`config.mk`:
```
export PLATFORM = sky130hd
export DESIGN_NAME = arc_run_fan_edge_detector_top
export DESIGN_NICKNAME = d
export VERILOG_FILES = /design/src/hdl/arcfan_pkg.sv /design/src/hdl/arc_run_fan_edge_detector_top.sv
export VERILOG_INCLUDE_DIRS = /design/src /design/src/hdl
export SDC_FILE = /design/constraint.sdc
export NUM_CORES = 1
export LEC_CHECK = 0
export BUFFER_PORTS_ARGS = -buffer_cell sky130_fd_sc_hd__buf_2
export CAP_MARGIN = 40
export CORE_AREA = 3 3 267 269
export CTS_CLUSTER_DIAMETER = 60
export DETAILED_ROUTE_END_ITERATION = 10
export DIE_AREA = 0 0 270 272
export SETUP_SLACK_MARGIN = 0.4
export SLEW_MARGIN = 20
export SYNTH_ARGS = -nofsm -noshare
export SYNTH_HDL_FRONTEND = slang
export SYNTH_SLANG_ARGS = --single-unit
```
`constraint.sdc`:
```
create_clock -name clock -period 9.3 [get_ports clock]
set_clock_uncertainty 0.05 [all_clocks]
set_input_delay 1.395 -clock clock [delete_from_list [all_inputs] [get_ports clock]]
set_output_delay 1.395 -clock clock [all_outputs]
set_load 0.005 [all_outputs]
```
`src/hdl/arc_run_fan_edge_detector_top_defines.svh`:
```
// assertion macros for the arc run fan edge detector
// expects clock and reset in the scope where a macro is used
`ifndef ARC_RUN_FAN_EDGE_DETECTOR_TOP_DEFINES_SVH
`define ARC_RUN_FAN_EDGE_DETECTOR_TOP_DEFINES_SVH

// consequent checked in the same cycle as the antecedent
`define ARCFAN_ASSERT_NOW(label, ante, cons, msg) \
   label: assert property (@(posedge clock) disable iff (reset) (ante) |-> (cons)) \
      else $error(msg);

// consequent checked in the cycle after the antecedent
`define ARCFAN_ASSERT_NEXT(label, ante, cons, msg) \
   label: assert property (@(posedge clock) disable iff (reset) (ante) |=> (cons)) \
      else $error(msg);

`endif

```
`src/hdl/arcfan_pkg.sv`:
```
// types, register indexes and helpers of the arc run fan edge detector
// no dependencies
`default_nettype none

package arcfan_pkg;

   localparam int PIXEL_W = 8;
   localparam int ANGLE_W = 16;
   localparam int CSR_DATA_W = 16;
   localparam int CSR_ADDR_W = 1;

   // register indexes of the csr port
   localparam logic [CSR_ADDR_W-1:0] CSR_PIXEL_THRESHOLD = 1'b0;
   localparam logic [CSR_ADDR_W-1:0] CSR_RIGHT_LIMIT = 1'b1;

   // register reset values
   localparam logic [PIXEL_W-1:0] THRESHOLD_RESET = 8'd33;
   localparam logic [ANGLE_W-1:0] RIGHT_LIMIT_RESET = 16'd0;

   typedef logic [PIXEL_W-1:0] pixel_type;
   typedef logic signed [ANGLE_W-1:0] angle_type;
   // difference of two angles
   typedef logic signed [ANGLE_W:0] span_type;

   // one entry of the window memory
   typedef struct packed {
      logic bright;
      angle_type angle;
   } win_entry_type;

   // sample moving from the window write stage to the run stage
   typedef struct packed {
      logic bright;
      angle_type angle;
      logic sub_oldest;
      logic eval;
      logic arc_done;
      logic frame_done;
   } run_item_type;

   // widest run of a finished arc, moving to the frame stage
   typedef struct packed {
      angle_type left;
      angle_type right;
      span_type span;
      logic frame_done;
   } arc_item_type;

   // signed span right minus left, exact
   function automatic span_type span_of(angle_type left, angle_type right);
      span_type l_ext;
      span_type r_ext;
      l_ext = {left[ANGLE_W-1], left};
      r_ext = {right[ANGLE_W-1], right};
      return r_ext - l_ext;
   endfunction

endpackage

`default_nettype wire

```
`src/hdl/arc_run_fan_edge_detector_top.sv`:
```
// Arc run fan edge detector. Accepts one sample per clock; a frame result moves through the s2,
// s3 and output registers after its frame_end sample is accepted. The window of the last WINDOW
// samples lives in a memory with one write and one registered read per cycle, so the
// sustained rate is one sample per cycle; the input stalls only while a frame result waits
// unaccepted in the output register and the next frame end has reached the last stage.
// depends on arcfan_pkg and arc_run_fan_edge_detector_top_defines.svh
`default_nettype none
`include "arc_run_fan_edge_detector_top_defines.svh"

module arc_run_fan_edge_detector_top
   import arcfan_pkg::*;
#(
   parameter int WINDOW = 20
) (
   input  wire logic                  clock,
   input  wire logic                  reset,
   // sample channel
   input  wire logic                  req_tvalid,
   output logic                       req_tready,
   input  wire logic [23:0]           req_tdata,   // pixel [7:0], angle [23:8]
   input  wire logic                  req_tuser,   // arc_end
   input  wire logic                  req_tlast,   // frame_end
   // result channel
   output logic                       rsp_tvalid,
   input  wire logic                  rsp_tready,
   output logic [31:0]                rsp_tdata,   // left_angle [15:0], right_angle [31:16]
   output logic                       rsp_tuser,   // frame_empty
   // csr write port
   input  wire logic                  csr_we,
   input  wire logic [CSR_ADDR_W-1:0] csr_addr,
   input  wire logic [CSR_DATA_W-1:0] csr_wdata
);

   localparam int AW = (WINDOW > 1) ? $clog2(WINDOW) : 1;
   localparam int CW = $clog2(WINDOW + 1);
   localparam logic [AW-1:0] LAST_POS = AW'(WINDOW - 1);
   localparam logic [CW-1:0] FILL_FULL = CW'(WINDOW);
   localparam logic [CW-1:0] FILL_EVAL = CW'(WINDOW - 1);
   localparam logic [CW:0] HALF_CMP = (CW + 1)'(WINDOW);

   // csr registers
   pixel_type thr_ff;
   angle_type rlim_ff;

   always_ff @(posedge clock) begin
      if (reset) begin
         thr_ff  <= THRESHOLD_RESET;
         rlim_ff <= RIGHT_LIMIT_RESET;
      end else if (csr_we) begin
         case (csr_addr)
            CSR_PIXEL_THRESHOLD: thr_ff <= csr_wdata[PIXEL_W-1:0];
            CSR_RIGHT_LIMIT:     rlim_ff <= csr_wdata[ANGLE_W-1:0];
            default:             ;
         endcase
      end
   end

   // pipeline control
   logic adv;
   logic req_acc;
   logic s2_valid_ff, s2_valid_in;
   logic s3_valid_ff, s3_valid_in;
   run_item_type s2_ff, s2_in;
   arc_item_type s3_ff, s3_in;
   logic rsp_valid_ff, rsp_valid_in;
   logic [31:0] rsp_data_ff, rsp_data_in;
   logic rsp_empty_ff, rsp_empty_in;

   // the whole pipeline holds only when a frame result cannot enter the output register
   assign adv = !(s3_valid_ff && s3_ff.frame_done && rsp_valid_ff && !rsp_tready);
   assign req_tready = adv;
   assign req_acc = req_tvalid && adv;

   // window write stage
   pixel_type req_pixel;
   angle_type req_angle;
   logic req_end;
   logic [AW-1:0] wp_ff, wp_in;
   logic [AW-1:0] rd_addr;
   logic [CW-1:0] fill_ff, fill_in;
   logic fill_full;

   assign req_pixel = req_tdata[PIXEL_W-1:0];
   assign req_angle = req_tdata[PIXEL_W+ANGLE_W-1:PIXEL_W];
   assign req_end = req_tuser || req_tlast;
   assign rd_addr = (wp_ff == LAST_POS) ? '0 : wp_ff + 1'b1;
   assign fill_full = (fill_ff == FILL_FULL);

   always_comb begin
      wp_in = wp_ff;
      fill_in = fill_ff;
      s2_in = s2_ff;
      s2_valid_in = s2_valid_ff;
      if (adv) begin
         s2_valid_in = req_acc;
         s2_in.bright = (req_pixel >= thr_ff);
         s2_in.angle = req_angle;
         s2_in.sub_oldest = fill_full;
         s2_in.eval = (fill_ff >= FILL_EVAL);
         s2_in.arc_done = req_end;
         s2_in.frame_done = req_tlast;
      end
      if (req_acc) begin
         wp_in = req_end ? '0 : rd_addr;
         fill_in = req_end ? '0 : (fill_full ? fill_ff : fill_ff + 1'b1);
      end
   end

   always_ff @(posedge clock) begin
      if (reset) begin
         wp_ff <= '0;
         fill_ff <= '0;
         s2_valid_ff <= 1'b0;
      end else begin
         wp_ff <= wp_in;
         fill_ff <= fill_in;
         s2_valid_ff <= s2_valid_in;
      end
   end

   always_ff @(posedge clock) begin
      s2_ff <= s2_in;
   end

   // window memory: write the new sample, read the entry after it (oldest after the write)
   win_entry_type win_mem [WINDOW];
   win_entry_type rd_ff;

   always_ff @(posedge clock) begin
      if (req_acc) begin
         win_mem[wp_ff] <= '{bright: (req_pixel >= thr_ff), angle: req_angle};
         rd_ff <= win_mem[rd_addr];
      end
   end

   // run stage: count update, run open and close, widest run of the arc
   logic [CW-1:0] cnt_ff, cnt_in;
   logic in_run_ff, in_run_in;
   angle_type run_start_ff, run_start_in;
   logic best_valid_ff, best_valid_in;
   angle_type best_left_ff, best_left_in;
   angle_type best_right_ff, best_right_in;
   span_type best_span_ff, best_span_in;
   logic prev_bright_ff;

   logic [CW-1:0] cnt_new;
   logic [CW:0] cnt_twice;
   logic open_now, close_now, close_take;
   span_type close_span, fin_span;
   logic mid_valid, mid_in_run;
   angle_type mid_start, mid_left, mid_right, fin_left;
   span_type mid_span;
   logic fin_take;

   always_comb begin
      // bright count over the window
      cnt_new = cnt_ff - ((s2_ff.sub_oldest && prev_bright_ff) ? CW'(1) : CW'(0))
                + (s2_ff.bright ? CW'(1) : CW'(0));
      cnt_twice = {cnt_new, 1'b0};
      open_now = s2_ff.eval && !in_run_ff && (cnt_twice >= HALF_CMP);
      close_now = s2_ff.eval && in_run_ff && (cnt_twice <= HALF_CMP);

      // run closed by the window
      close_span = span_of(run_start_ff, s2_ff.angle);
      close_take = close_now && (!best_valid_ff || (close_span > best_span_ff));
      mid_valid = best_valid_ff || close_now;
      mid_left = close_take ? run_start_ff : best_left_ff;
      mid_right = close_take ? s2_ff.angle : best_right_ff;
      mid_span = close_take ? close_span : best_span_ff;
      mid_in_run = open_now || (in_run_ff && !close_now);
      mid_start = open_now ? rd_ff.angle : run_start_ff;

      // arc end: an open run closes at the right limit, else the empty run
      if (open_now) begin
         fin_span = span_of(rd_ff.angle, rlim_ff);
      end else if (mid_in_run) begin
         fin_span = span_of(run_start_ff, rlim_ff);
      end else begin
         fin_span = '0;
      end
      fin_left = mid_in_run ? mid_start : rlim_ff;
      fin_take = !mid_valid || (fin_span > mid_span);

      cnt_in = cnt_ff;
      in_run_in = in_run_ff;
      run_start_in = run_start_ff;
      best_valid_in = best_valid_ff;
      best_left_in = best_left_ff;
      best_right_in = best_right_ff;
      best_span_in = best_span_ff;
      s3_in = s3_ff;
      s3_valid_in = s3_valid_ff;
      if (adv) begin
         s3_valid_in = s2_valid_ff && s2_ff.arc_done;
         s3_in.left = fin_take ? fin_left : mid_left;
         s3_in.right = fin_take ? rlim_ff : mid_right;
         s3_in.span = fin_take ? fin_span : mid_span;
         s3_in.frame_done = s2_ff.frame_done;
         if (s2_valid_ff) begin
            if (s2_ff.arc_done) begin
               cnt_in = '0;
               in_run_in = 1'b0;
               run_start_in = '0;
               best_valid_in = 1'b0;
            end else begin
               cnt_in = cnt_new;
               in_run_in = mid_in_run;
               run_start_in = mid_start;
               best_valid_in = mid_valid;
               best_left_in = mid_left;
               best_right_in = mid_right;
               best_span_in = mid_span;
            end
         end
      end
   end

   always_ff @(posedge clock) begin
      if (reset) begin
         cnt_ff <= '0;
         in_run_ff <= 1'b0;
         run_start_ff <= '0;
         best_valid_ff <= 1'b0;
         s3_valid_ff <= 1'b0;
      end else begin
         cnt_ff <= cnt_in;
         in_run_ff <= in_run_in;
         run_start_ff <= run_start_in;
         best_valid_ff <= best_valid_in;
         s3_valid_ff <= s3_valid_in;
      end
   end

   always_ff @(posedge clock) begin
      best_left_ff <= best_left_in;
      best_right_ff <= best_right_in;
      best_span_ff <= best_span_in;
      s3_ff <= s3_in;
      if (adv && s2_valid_ff) begin
         prev_bright_ff <= rd_ff.bright;
      end
   end

   // frame stage: narrowest arc run, result on frame end
   logic frame_started_ff, frame_started_in;
   angle_type frame_left_ff, frame_left_in;
   angle_type frame_right_ff, frame_right_in;
   span_type frame_span_ff, frame_span_in;
   logic frame_take, out_empty;
   angle_type sel_left, sel_right;
   logic s3_fire;

   assign s3_fire = adv && s3_valid_ff;

   always_comb begin
      frame_take = !frame_started_ff || (s3_ff.span < frame_span_ff);
      sel_left = frame_take ? s3_ff.left : frame_left_ff;
      sel_right = frame_take ? s3_ff.right : frame_right_ff;
      out_empty = (sel_left == rlim_ff) && (sel_right == rlim_ff);

      frame_started_in = frame_started_ff;
      frame_left_in = frame_left_ff;
      frame_right_in = frame_right_ff;
      frame_span_in = frame_span_ff;
      rsp_data_in = rsp_data_ff;
      rsp_empty_in = rsp_empty_ff;
      rsp_valid_in = rsp_valid_ff && !rsp_tready;
      if (s3_fire) begin
         if (s3_ff.frame_done) begin
            frame_started_in = 1'b0;
            rsp_valid_in = 1'b1;
            rsp_data_in = out_empty ? '0 : {sel_right, sel_left};
            rsp_empty_in = out_empty;
         end else begin
            frame_started_in = 1'b1;
            frame_left_in = sel_left;
            frame_right_in = sel_right;
            frame_span_in = frame_take ? s3_ff.span : frame_span_ff;
         end
      end
   end

   always_ff @(posedge clock) begin
      if (reset) begin
         frame_started_ff <= 1'b0;
         rsp_valid_ff <= 1'b0;
      end else begin
         frame_started_ff <= frame_started_in;
         rsp_valid_ff <= rsp_valid_in;
      end
   end

   always_ff @(posedge clock) begin
      frame_left_ff <= frame_left_in;
      frame_right_ff <= frame_right_in;
      frame_span_ff <= frame_span_in;
      rsp_data_ff <= rsp_data_in;
      rsp_empty_ff <= rsp_empty_in;
   end

   assign rsp_tvalid = rsp_valid_ff;
   assign rsp_tdata = rsp_data_ff;
   assign rsp_tuser = rsp_empty_ff;

   // checks
   `ARCFAN_ASSERT_NOW(a_count_bound, 1'b1, cnt_ff <= FILL_FULL, "bright count beyond window")
   `ARCFAN_ASSERT_NOW(a_fill_bound, 1'b1, fill_ff <= FILL_FULL, "fill count beyond window")
   `ARCFAN_ASSERT_NEXT(a_arc_restart, req_acc && req_end, (wp_ff == '0) && (fill_ff == '0),
      "window not restarted after arc end")
   `ARCFAN_ASSERT_NEXT(a_result_loaded, s3_fire && s3_ff.frame_done, rsp_valid_ff,
      "frame result lost")

endmodule

`default_nettype wire

```
==> flow_metrics.py <==
metrics = {
    "detailed_routing": {
        "met1_length_um": 30980,
        "wl_met2_um": 34170,
        "viasPerCell": 5.521,
        "drt_iter0_drc": 1598,
        "top_layer": "met5",
        "drt_first_pass_iters": 5,
        "vias": 17657,
        "ant_nets": 0,
        "wl_um": 71130,
        "drc": 0,
        "wl_met3_um": 3527,
        "wl_per_cell_um": 22.24,
    },
    "pwr": {
        "clock_power_share_pct": 43.5,
        "p_leak_nw": 11.77,
        "switchingPower_mw": 1.375,
        "powerDensity_nw_per_um2": 185.3,
        "seqPwrFrac_pct": 50.7,
        "total_power_mw": 6.139,
        "p_int_mw": 4.764,
        "ir_drop_mv": 0.2490,
        "p_sw_share_pct": 22.40,
        "combPwrFrac_pct": 5.8,
    },
    "clocking": {
        "cts_hold_buffers": 0,
        "clk_pin_slew_ns": 0.06,
        "cts_tree": "done",
        "clock_latency_ns": 0.61,
        "clk_path_buf_depth": 3,
        "cts_buffers": 68,
        "clkSinkCount": 621,
        "cts_setup_buffers": 0,
        "h-tree-depth": 3,
        "cts_root_buffer": "clkbuf_16",
        "cts.repair.resized": 0,
    },
    "global_route": {
        "antenna_found_initial": 3,
        "track_usage_pct": 19.33,
        "overflow": 0,
        "grt_max_degree": 84,
        "grt_pass1_wl_um": 108800,
        "grt_pass1_vias": 17759,
    },
    "outcome": {
        "status": "complete, no violations",
    },
    "setup_path": {
        "cp.arrival_ns": 7.34,
        "crit_path_end_kind": "flip-flop",
        "slowest_stage": "edfxtp_1",
        "crit_path_start_kind": "flip-flop",
        "cp_max_fo": 83,
        "regToRegStartpoint": "s2_ff[4]",
        "rrSetupSlack_ns": 2.27,
        "crit_required_ns": 9.61,
        "rr_worst_depth": 28,
        "reg2reg_to": "s3_ff[27]",
        "slowest_delay_ns": 0.39,
        "path_class": "flip-flop to flip-flop",
    },
    "hold_path": {
        "hp-class": "flip-flop to flip-flop",
        "holdPathEnd": "s3_ff[0]",
        "hold_path_startpoint": "s2_ff[0]",
        "whs_path_depth": 0,
    },
    "final_layout": {
        "seq_area_um2": 18040,
        "multi_input_area_um2": 10240,
        "fill_cells": 5936,
        "antenna_cells": 0,
        "stdcell_count": 3198,
        "layout-drive-gt1-share_pct": 20.78,
        "final_common_cell": "edfxtp_1",
        "nNetsFinal": 2382,
        "area_growth_pct": 14.07,
        "mostFrequentLayoutCells": "edfxtp_1, nand2_1, inv_1, a21oi_1, ha_1",
    },
    "timing": {
        "setup_viol": 0,
        "rsz0062_at_grt": "no",
        "post-route-min-period_ns": 7.035,
        "relSlewSlack_pct": 42.72,
        "hold_viol": 0,
        "clock.fmax_mhz": 142.1,
        "slew_violations": 0,
        "finalWorstSetupSlack_ns": 2.265,
        "tightest_slew_ns": 0.8580,
        "tns_ns": 0,
        "fin_crit_sh_pct": 75.64,
    },
    "synth": {
        "avgSynthCellArea_um2": 13.86,
        "synth_top_area_share_pct": 57.90,
        "synth_seq_cells": 621,
        "async_flop_share_pct": 0,
        "synth_cell_types": 84,
        "synth_flop_cell": "edfxtp_1",
        "yosysSeqAreaShare_pct": 62.10,
        "synth_edf_count": 560,
        "netlist_area_um2": 29040,
        "yosys-top-cells-area": "edfxtp_1, mux4_2, ha_1",
        "yosysWarnings": 0,
        "synthesis.nets": 2264,
        "syn-instance-count": 2095,
        "yosys.area.top_type": "edfxtp_1",
    },
    "floorplan": {
        "die-area_um2": 73440,
        "die_h_um": 272,
        "core_region_area_um2": 68830,
        "initial_utilization_pct": 42.20,
        "row_count": 96,
        "ioPinCount": 83,
        "die_w_um": 270,
    },
    "flow_run": {
        "max-cap-violations": 0,
    },
    "placed_design": {
        "dpl.hpwl_um": 47770,
        "io_buffers": 82,
        "gp_congestion": 0.9009,
        "dp_cells": 3073,
        "pre_cts_slack_ns": 2.283,
    },
}
cell usage after synthesis (5+ instances only):
library cell / instances
nor3_1: 37
o21a_1: 13
a31oi_1: 5
xnor2_1: 30
xor2_1: 17
a22oi_1: 21
nand4_1: 11
ha_1: 117
mux2_2: 64
mux2i_1: 17
buf_2: 16
a21o_1: 17
or3_1: 11
a22o_1: 5
edfxtp_1: 560
o22ai_1: 10
and2_1: 10
nand3_1: 27
o211ai_1: 9
inv_1: 136
and3_1: 14
nand2b_1: 8
nor2b_1: 14
a21boi_2: 30
o31ai_1: 7
mux4_2: 103
clkbuf_1: 49
nand2_1: 242
buf_1: 13
a21oi_1: 137
dfxtp_1: 61
a211oi_1: 10
o21ai_0: 71
nor2_1: 110
metrics by stage:
step                cell area [um^2]  utilization [%]  hold WS, ns
detailed placement             30890            44.88       0.3592
CTS                            33110            48.11       0.3770
floorplan                      29040                -       0.3503
global route                   33130            48.14       0.3907
global placement               30720            44.64       0.3546
finish                         33130            48.14       0.3797
worst max path at each step:
| stage | start | endpoint | slack (ns) |
|---|---|---|---|
| floorplan | run_start_ff[2] | s3_ff[10] | 2.73 |
| global placement | run_start_ff[2] | s3_ff[27] | 2.13 |
| detailed placement | run_start_ff[2] | s3_ff[27] | 2.28 |
| CTS | run_start_ff[1] | s3_ff[27] | 2.27 |
| global route | s2_ff[4] | s3_ff[22] | 1.72 |
| finish | s2_ff[4] | s3_ff[27] | 2.27 |
cell type report:
cell class	count	share of cell area, %
Sequential cell	621	54.44
Multi-Input combinational cell	1250	30.92
Clock buffer	86	5.499
Tap cell	931	3.516
Timing Repair Buffer	134	2.848
Inverter	138	1.564
Clock inverter	38	1.209
power by group through the flow:
stage	Sequential [mW]	Clock, mW	Combinational, mW
floorplan	3.15	0	0.248
global placement	3.17	0	0.342
detailed placement	3.17	0	0.354
CTS	3.11	2.73	0.356
global route	3.11	2.85	0.395
finish	3.11	2.67	0.357
metal layers:
layer  up-vias  global-route usage [%]
met5         -                       0
met4         2                   6.894
met3       119                   2.810
met2       520                   32.03
met1      8849                   26.11
li1       8167                       -
worst max-delay path: cells and delay by family (launching register included):
kind / cells / cell delay (ns)
AOI/OAI and AO/OA: 14 / 3.17
muxes: 3 / 1.00
DFF: 1 / 0.39
and+or+nand+nor: 4 / 0.43
buffers and inverters: 3 / 0.71
adders and majority gates: 4 / 1.02
cell families after synthesis:
kind of cell | after synthesis | share of synthesized area [%]
xor+xnor | 47 | 1.417
flops | 621 | 62.10
buf+inv | 224 | 3.110
compound gates | 395 | 9.284
mux | 187 | 11.17
simple gates | 500 | 7.599
fa+ha+maj | 121 | 5.316
sequential cells by signal, indices dropped and copies added (netlist names), 8 cells and up:
register	cells
win_mem	340
s3_ff	50
rsp_tdata	32
s2_ff	21
best_span_ff	17
frame_span_ff	17
rd_ff	17
best_left_ff	16
best_right_ff	16
frame_left_ff	16
frame_right_ff	16
rlim_ff	16
run_start_ff	16
thr_ff	8
Note: power is estimated with default switching activity, not from simulation.
